--- config.mk ---
export PLATFORM = sky130hd
export DESIGN_NAME = ipv4_dotted_quad_parser_flat
export DESIGN_NICKNAME = d
export VERILOG_FILES = /design/src/sv/ipv4dq_pkg.sv /design/src/sv/ipv4dq_in_if.sv /design/src/sv/ipv4dq_out_if.sv /design/src/sv/ipv4_dotted_quad_parser.sv /design/src/flat_wrapper.sv
export SDC_FILE = /design/constraint.sdc
export NUM_CORES = 1
export LEC_CHECK = 0
export ABC_AREA = 1
export BUFFER_PORTS_ARGS = -buffer_cell sky130_fd_sc_hd__buf_2
export CORE_ASPECT_RATIO = 2
export CORE_MARGIN = 8
export CORE_UTILIZATION = 58
export DETAILED_ROUTE_END_ITERATION = 8
export PLACE_DENSITY_LB_ADDON = 0.05
export SYNTH_ARGS = -nofsm -noshare
export SYNTH_HDL_FRONTEND = slang
export SYNTH_SLANG_ARGS = --single-unit
--- constraint.sdc ---
create_clock -name clk -period 4.4 [get_ports clk]
set_clock_uncertainty 0.15 [all_clocks]
set_input_delay 1.1 -clock clk [delete_from_list [all_inputs] [get_ports clk]]
set_output_delay 1.1 -clock clk [all_outputs]
set_load 0.005 [all_outputs]
--- src/sv/ipv4dq_pkg.sv ---
// ----------------------------------------------------------------------------
// ipv4dq_pkg: shared definitions for the IPv4 dotted-quad parser
// Character codes, field widths and limits that the parser, its channel
// interfaces and its checker all use.
// ----------------------------------------------------------------------------
package ipv4dq_pkg;

  localparam int CH_W    = 8;
  localparam int ADDR_W  = 32;
  localparam int OCTET_W = 10;
  localparam int PART_W  = 24;

  localparam logic [CH_W-1:0] CH_ZERO = 8'h30;
  localparam logic [CH_W-1:0] CH_NINE = 8'h39;
  localparam logic [CH_W-1:0] CH_DOT  = 8'h2e;

  localparam logic [OCTET_W-1:0] OCTET_MAX = 10'd255;
  localparam logic [OCTET_W-1:0] RADIX     = 10'd10;

  localparam logic [1:0] DIGITS_MAX = 2'd3;
  localparam logic [1:0] DOTS_FULL  = 2'd3;

  localparam logic KIND_CHAR = 1'b0;
  localparam logic KIND_END  = 1'b1;

endpackage

--- src/sv/ipv4dq_in_if.sv ---
// ----------------------------------------------------------------------------
// ipv4dq_in_if: character channel of the IPv4 dotted-quad parser
// Carries one character or end marker per transaction with valid/ready.
// ----------------------------------------------------------------------------
interface ipv4dq_in_if;
  import ipv4dq_pkg::*;

  logic            valid;
  logic            ready;
  logic            kind;
  logic [CH_W-1:0] ch;

  modport source (output valid, output kind, output ch, input ready);
  modport sink   (input valid, input kind, input ch, output ready);

endinterface

--- src/sv/ipv4dq_out_if.sv ---
// ----------------------------------------------------------------------------
// ipv4dq_out_if: result channel of the IPv4 dotted-quad parser
// Carries one parsed address and its error flag per transaction.
// ----------------------------------------------------------------------------
interface ipv4dq_out_if;
  import ipv4dq_pkg::*;

  logic              valid;
  logic              ready;
  logic [ADDR_W-1:0] address;
  logic              bad;

  modport source (output valid, output address, output bad, input ready);
  modport sink   (input valid, input address, input bad, output ready);

endinterface

--- src/sv/ipv4_dotted_quad_parser.sv ---
// ----------------------------------------------------------------------------
// ipv4_dotted_quad_parser: streaming IPv4 dotted-decimal address parser
// The chars channel delivers an address string one character per
// transaction (kind = 0), closed by an end transaction (kind = 1) whose ch
// field is ignored. Each end transaction produces one transaction on the
// result channel: the 32-bit address with the first octet in bits 31..24
// and bad = 0, or address = 0 and bad = 1 if the string is not a valid
// dotted quad. Character transactions produce no result.
// The parser takes one transaction per cycle while chars.ready is high. The
// result is registered in the output register at the edge that accepts the
// end transaction, and the parser is back in its start state for the next
// string at that same edge. The per-character update is a compare plus a
// multiply-by-ten add, computed combinationally ahead of the octet register.
// When the receiver stalls, the result stays in the output register and
// chars.ready drops only while a result is held and not taken.
// A synchronous reset clears the parse state and empties the output register.
// ----------------------------------------------------------------------------
module ipv4_dotted_quad_parser (
  input  logic         clk,
  input  logic         rst,
  ipv4dq_in_if.sink    chars,
  ipv4dq_out_if.source result
);
  import ipv4dq_pkg::*;

  logic [1:0]         digit_count, digit_count_next;
  logic [OCTET_W-1:0] octet_value, octet_value_next;
  logic [1:0]         dot_count, dot_count_next;
  logic [PART_W-1:0]  partial_address, partial_address_next;
  logic               error_seen, error_seen_next;

  logic               res_valid;
  logic [ADDR_W-1:0]  res_address;
  logic               res_bad;

  logic accept, is_digit, is_dot, octet_ok, end_bad;

  assign chars.ready = !res_valid || result.ready;
  assign accept      = chars.valid && chars.ready;

  assign is_digit = (chars.ch >= CH_ZERO) && (chars.ch <= CH_NINE);
  assign is_dot   = (chars.ch == CH_DOT);
  assign octet_ok = (digit_count != 2'd0) && (octet_value <= OCTET_MAX);
  assign end_bad  = error_seen || (dot_count != DOTS_FULL) || !octet_ok;

  always_comb begin
    digit_count_next     = digit_count;
    octet_value_next     = octet_value;
    dot_count_next       = dot_count;
    partial_address_next = partial_address;
    error_seen_next      = error_seen;
    if (chars.kind == KIND_END) begin
      digit_count_next     = '0;
      octet_value_next     = '0;
      dot_count_next       = '0;
      partial_address_next = '0;
      error_seen_next      = 1'b0;
    end else if (!error_seen) begin
      priority if (is_digit) begin
        if (digit_count == DIGITS_MAX) begin
          error_seen_next = 1'b1;
        end else begin
          octet_value_next = OCTET_W'(octet_value * RADIX)
                             + {{(OCTET_W-4){1'b0}}, chars.ch[3:0]};
          digit_count_next = digit_count + 2'd1;
        end
      end else if (is_dot) begin
        if (dot_count == DOTS_FULL || !octet_ok) begin
          error_seen_next = 1'b1;
        end else begin
          partial_address_next = {partial_address[PART_W-9:0], octet_value[7:0]};
          dot_count_next       = dot_count + 2'd1;
          digit_count_next     = '0;
          octet_value_next     = '0;
        end
      end else begin
        error_seen_next = 1'b1;
      end
    end
  end

  always_ff @(posedge clk) begin
    if (rst) begin
      digit_count     <= '0;
      octet_value     <= '0;
      dot_count       <= '0;
      partial_address <= '0;
      error_seen      <= 1'b0;
    end else if (accept) begin
      digit_count     <= digit_count_next;
      octet_value     <= octet_value_next;
      dot_count       <= dot_count_next;
      partial_address <= partial_address_next;
      error_seen      <= error_seen_next;
    end
  end

  always_ff @(posedge clk) begin
    if (rst) begin
      res_valid <= 1'b0;
    end else if (chars.ready) begin
      res_valid <= accept && (chars.kind == KIND_END);
    end
  end

  always_ff @(posedge clk) begin
    if (accept && chars.kind == KIND_END) begin
      res_bad     <= end_bad;
      res_address <= end_bad ? '0 : {partial_address, octet_value[7:0]};
    end
  end

  assign result.valid   = res_valid;
  assign result.address = res_address;
  assign result.bad     = res_bad;

endmodule

--- src/flat_wrapper.sv ---
// flat-port wrapper written by rule: the top's interface ports become plain ports
module ipv4_dotted_quad_parser_flat import ipv4dq_pkg::*;
  (clk, rst, chars_valid, chars_kind, chars_ch, chars_ready, result_valid, result_address, result_bad, result_ready);
  ipv4dq_in_if chars_i ();
  ipv4dq_out_if result_i ();
  input  logic clk;
  input  logic rst;
  input wire logic [$bits(chars_i.valid)-1:0] chars_valid;
  input wire logic [$bits(chars_i.kind)-1:0] chars_kind;
  input wire logic [$bits(chars_i.ch)-1:0] chars_ch;
  output wire logic [$bits(chars_i.ready)-1:0] chars_ready;
  output wire logic [$bits(result_i.valid)-1:0] result_valid;
  output wire logic [$bits(result_i.address)-1:0] result_address;
  output wire logic [$bits(result_i.bad)-1:0] result_bad;
  input wire logic [$bits(result_i.ready)-1:0] result_ready;
  assign chars_i.valid = chars_valid;
  assign chars_i.kind = chars_kind;
  assign chars_i.ch = chars_ch;
  assign chars_ready = chars_i.ready;
  assign result_valid = result_i.valid;
  assign result_address = result_i.address;
  assign result_bad = result_i.bad;
  assign result_i.ready = result_ready;
  ipv4_dotted_quad_parser u_core (.clk(clk), .rst(rst), .chars(chars_i), .result(result_i));
endmodule
# After elaboration in Yosys (flattened, before gate mapping)
# Cells that the tools add are included.
totals:
  regBits: 73
  latchBits: 0
  mem_bits_rw: 0
  mem_bits_ro: 0
  input_bits: 13
  memories: 0
op_classes:
  addsub: 3
  mul: 1
  n_div: 0
  magnitude_cmp: 3
  n_eq_ne: 9
  shifts: 0
  n_mux: 28
  bitwise_logic: 0
  reduce_logical: 15
ops:
  columns: ["operator", "count"]
  rows:
  - ["$mux W24", 5]
  - ["$mux W10", 6]
  - ["$mux W2", 11]
  - ["$add A10 B4 Y10", 1]
  - ["$le A10 B8 Y1 const B", 1]
  - ["$mul A10 B3 Y9 const B", 1]
  - ["$reduce_and A5 Y1", 2]
  - ["$eq A8 B6 Y1 const B", 1]
  - ["$ge A8 B6 Y1 const B", 1]
  - ["$le A8 B6 Y1 const B", 1]
  - ["$ne A2 B2 Y1 const B", 4]
  - ["$mux W1", 6]
  - ["$add A2 B1 Y2 const B", 2]
  - ["$eq A2 B2 Y1 const B", 2]
  - ["$logic_and A1 B1 Y1", 4]
  - ["$logic_or A1 B1 Y1", 4]
  - ["$reduce_bool A2 Y1", 2]
  - ["$ne A3 B2 Y1 const B", 1]
  - ["$ne A3 B3 Y1 const B", 1]
  - ["$reduce_bool A3 Y1", 1]
  - ["$logic_not A1 Y1", 2]

# Longest topological paths before layout
depth:
  depth_word: 9
  depth_mapped: 13
  ltp_nobuf: 13

# Worst setup path after synthesis
# No wires, ideal clock.
synth_timing:
  kind: "input-to-reg"
  from: "input chars_kind"
  to: "register u_core.res_address[0] (netlist: u_core.result.address[0]), enable pin"
  arrival_ns: 2.817
  slack_ns: 1.008
  path_stages: 3
  cell_sequence: "inv_1 buf_2 nor2_1"
synth_between:
  elab_chain_len: 1
synth_lines:
  columns: ["element", "line_no", "source"]
  rows:
  - ["from (decl)", "flat_wrapper.sv:9", "input wire logic [$bits(chars_i.kind)-1:0] chars_kind;"]
  - ["$logic_and A1 B1 Y1", "ipv4_dotted_quad_parser.sv:107", "if (accept && chars.kind == KIND_END) begin"]
  - ["to (signal assigned)", "ipv4_dotted_quad_parser.sv:109", "res_address <= end_bad ? '0 : {partial_address, octet_value[7:0]};"]
  - ["to (decl)", "ipv4_dotted_quad_parser.sv:33", "logic [ADDR_W-1:0] res_address;"]
# Every way passes these cells.
# A chain may end at the register's enable or synchronous reset.

# Final worst setup path
layout_timing:
  from: "input chars_kind"
  to: "register u_core.partial_address[19]"
layout_between:
  elab_chain_len: 2
  word_cells_on_any_way: 6
  cone_classes: "eq/ne (3); mux (1); reduce/logical (2)"
layout_lines:
  columns: ["element", "line_no", "source"]
  rows:
  - ["$ne A2 B2 Y1 (no line) or $reduce_bool A2 Y1 (tied branches)", null, null]
  - ["$reduce_and A5 Y1 (no line)", null, null]
  - ["to (signal assigned)", "ipv4_dotted_quad_parser.sv:93", "partial_address <= partial_address_next;"]
  - ["to (decl)", "ipv4_dotted_quad_parser.sv:29", "logic [PART_W-1:0] partial_address, partial_address_next;"]
# Parallel ways exist; a longest one is shown, timed or not.

==> metrics.cfg <==
[timing]
setup_repair_after_global_routing_missed_its_margin=false
clock.fmax_ghz=0.346
worst-slew-pin-transition_ns=1.17
setup_violations=0
fin_max_slew_vios=0
final-hold-violation-count=0
fin_setup_tns_ns=0
timing.max_slew.rel_slack_pct=21.7
minimum_clock_period_ns=2.89
timing.hold.ws_ns=0.327
timing.final.crit_share_pct=65.7

[logic_synthesis]
synthDominantCellAreaShare_pct=27.6
synth-warning-count=0
post_synth_num_cell_types=30
syn_avg_cell_area_um2=7.80
post_synthesis_net_count=492
post_synth_main_area_contributors=sky130_fd_sc_hd__edfxtp_1, sky130_fd_sc_hd__dfxtp_1, sky130_fd_sc_hd__nand2_1, sky130_fd_sc_hd__nor2_1, sky130_fd_sc_hd__inv_1
synth.top_cells.by_count=sky130_fd_sc_hd__nand2_1, sky130_fd_sc_hd__nor2_1, sky130_fd_sc_hd__inv_1
post-synth-top-count-cell=sky130_fd_sc_hd__nand2_1
most_common_flop_cell_mapped_by_yosys=sky130_fd_sc_hd__dfxtp_1
synth_async_sr_flop_share_pct=0
synth_seq_cells=73
syn_area_mm2=0.00359
synth.yosys.seq_area_share_pct=49.9
synthesis.instances=460
synth_edf_count=33
post-synth-top-area-cell=sky130_fd_sc_hd__edfxtp_1

[cts]
cts-hold-fix-buffers=0
cts-resized-gates=0
numCtsBuffers=9
postCtsSetupRepairBufs=0
tritoncts=yes
cts-root-buf=sky130_fd_sc_hd__clkbuf_16
worst_setup_hold_path_clk_slew_ns=0.05
tritoncts_num_sinks=73
cts.path.max_buffers=2
worstSkewPairLatency_ns=0.33
htree_levels=3

[floorplan]
std_cell_rows=40
overall_die_area_mm2=0.00911
core_region_area_mm2=0.00601
horizontal_extent_of_the_die_um=71.6
design.portCount=48
die_h_um=127
effective_utilization_at_floorplan_pct=59.8

[global_routing]
grt_max_degree=53
grt_pass1_vias=2812
antenna_found_initial=0
track_usage_pct=17.4
overflow=0
grt_pass1_wl_mm=12.3

[detailed_routing]
vias=2845
vias_per_cell=4.97
drt_drc_violations_left=0
routed_wire_length_per_instance_um=13.0
route.antenna.remaining_nets=0
drt_iter0_drc=168
dr.pass1.iters=4
route.final.wire_length_mm=7.45

[worst_setup_path]
cp-end-kind=flip-flop
path_cells=buf_2, inv_1, a21oi_1, nand2_1, a21oi_4, nand2_1, nand2_1, nor2_1
worst_path_most_repeated_cell=sky130_fd_sc_hd__nand2_1
crit_path_top_delay_cell=sky130_fd_sc_hd__a21oi_4
crit_required_ns=4.47
max_stage_delay_ns=0.89
worst-setup-path-type=input pin to flip-flop
critical_path_peak_fanout=52
data_arrival_critical_path_ns=2.96
worstSetupStartpointType=input pin

[final_layout]
postLayoutCoreUtil_pct=69.1
areaGrowthSynthToFinish_pct=15.6
share_of_final_layout_standard_cells_stronger_than_drive_strength_1_pct=14.7
nNetsFinal=537
n_antenna_cell=0

[pwr]
power-per-cell-area_mw_per_mm2=400
clkPwrFrac_pct=46.1
switching_fraction_of_total_power_pct=22.7
vdd_ir_drop_max_v=0.000241
portion_of_total_power_attributed_to_sequential_cells_pct=45.5
cell_internal_pwr_w=0.00128
p_comb_share_pct=8.3
power.static_leakage_nw=1.87
total_switching_power_w=0.000378

[hold_path]
timing.hold.worst.class=flip-flop to flip-flop

[run]
max-cap-violations=0

[place]
io_buffers=47
routabilityCongestion=0.851
dp_hpwl_mm=5.48

[run_status]
status=finished clean

cell families (layout without fill, tap and decap cells):
family          after synthesis  after routing  share of synthesized area, %
simple gates                270            270                          30.2
buf+inv                      74            124                          8.86
flops                        73             73                          49.9
compound gates               22             22                          3.49
fa+ha+maj                    19             19                          7.04
xor+xnor                      2              2                         0.488
power by group through the flow:
stage / clock network, W / logic [W] / registers [W]
2_1_floorplan: 0 / 0.000105 / 0.000766
3_3_place_gp: 0 / 0.000135 / 0.000771
3_5_place_dp: 0 / 0.000139 / 0.000771
4_1_cts: 0.000781 / 0.000139 / 0.000756
5_1_grt: 0.000802 / 0.000161 / 0.000759
6_report: 0.000766 / 0.000138 / 0.000756
cells in the final DEF, fill, tap and decap left out:
cell / instances
sky130_fd_sc_hd__a21oi_1: 12
sky130_fd_sc_hd__a21oi_4: 1
sky130_fd_sc_hd__a31oi_1: 1
sky130_fd_sc_hd__and3_1: 1
sky130_fd_sc_hd__buf_2: 47
sky130_fd_sc_hd__buf_4: 3
sky130_fd_sc_hd__bufinv_16: 2
sky130_fd_sc_hd__clkbuf_16: 9
sky130_fd_sc_hd__clkinv_2: 2
sky130_fd_sc_hd__clkinv_4: 2
sky130_fd_sc_hd__clkinvlp_4: 1
sky130_fd_sc_hd__dfxtp_1: 40
sky130_fd_sc_hd__edfxtp_1: 33
sky130_fd_sc_hd__fa_1: 2
sky130_fd_sc_hd__ha_1: 17
sky130_fd_sc_hd__inv_1: 58
sky130_fd_sc_hd__nand2_1: 137
sky130_fd_sc_hd__nand2_2: 1
sky130_fd_sc_hd__nand3_1: 14
sky130_fd_sc_hd__nand3b_1: 1
sky130_fd_sc_hd__nand4_1: 2
sky130_fd_sc_hd__nand4_2: 1
sky130_fd_sc_hd__nor2_1: 101
sky130_fd_sc_hd__nor2_2: 2
sky130_fd_sc_hd__nor3_1: 5
sky130_fd_sc_hd__nor3_2: 2
sky130_fd_sc_hd__nor3b_1: 1
sky130_fd_sc_hd__o21a_1: 1
sky130_fd_sc_hd__o21ai_0: 6
sky130_fd_sc_hd__o21ai_1: 1
sky130_fd_sc_hd__or2_2: 2
sky130_fd_sc_hd__xnor2_1: 1
sky130_fd_sc_hd__xor2_1: 1
critical path, delay by kind of cell:
family	cells	cell delay, ns
AO/OA/AOI/OAI	2	1.17
AND/OR/NAND/NOR	4	0.42
buffers and inverters	2	0.26
final timing paths:
check	from	end	slack (ns)	cells past startpoint
worst max-delay path	chars_kind	u_core.partial_address[19]	1.51	8
worst min-delay path	u_core.octet_value[9]	u_core.octet_value[9]	0.33	2
worst max register to register	u_core.octet_value[3]	u_core.octet_value[8]	1.79	11
worst min register to register	u_core.octet_value[9]	u_core.octet_value[9]	0.33	2
cell type report:
type | count | area, um^2
flip-flops and latches | 73 | 1790
multi-input cells | 313 | 1480
clock buffers | 9 | 225
repair buffers | 50 | 258
clock inverters | 7 | 95.1
well taps | 63 | 78.8
inverters | 58 | 218
fillers | 530 | 1860
sequential cells by signal, summed over array words and instances, names as in the netlist:
name	flops
u_core.dot_count	2
u_core.octet_value	10
u_core.result.bad	1
u_core.error_seen	1
u_core.result.address	32
u_core.partial_address	24
u_core.digit_count	2
u_core.result.valid	1
stage by stage:
step                      total power (W)  cells  area (um^2)  setup slack, ns
after floorplan                  0.000871    460         3590             1.01
final                             0.00166    573         4150             1.51
after CTS                         0.00168    573         4150             1.54
after global placement           0.000905    557         3830             1.23
after detailed placement         0.000910    557         3830             1.18
after global routing              0.00172    573         4150             1.19
routing by layer:
| layer | part of all wire [%] | track usage (%) | wire length [um] | up-vias |
|---|---|---|---|---|
| met3 | 3.3 | 3.84 | 246 | 23 |
| met2 | 54 | 32.7 | 4050 | 61 |
| met4 | 5.0 | 12.7 | 375 | 0 |
| met5 | 0 | 0 | 0 | - |
| li1 | - | - | - | 1515 |
| met1 | 37 | 15.2 | 2780 | 1246 |
No activity file was read; power rests on OpenSTA's default activity.
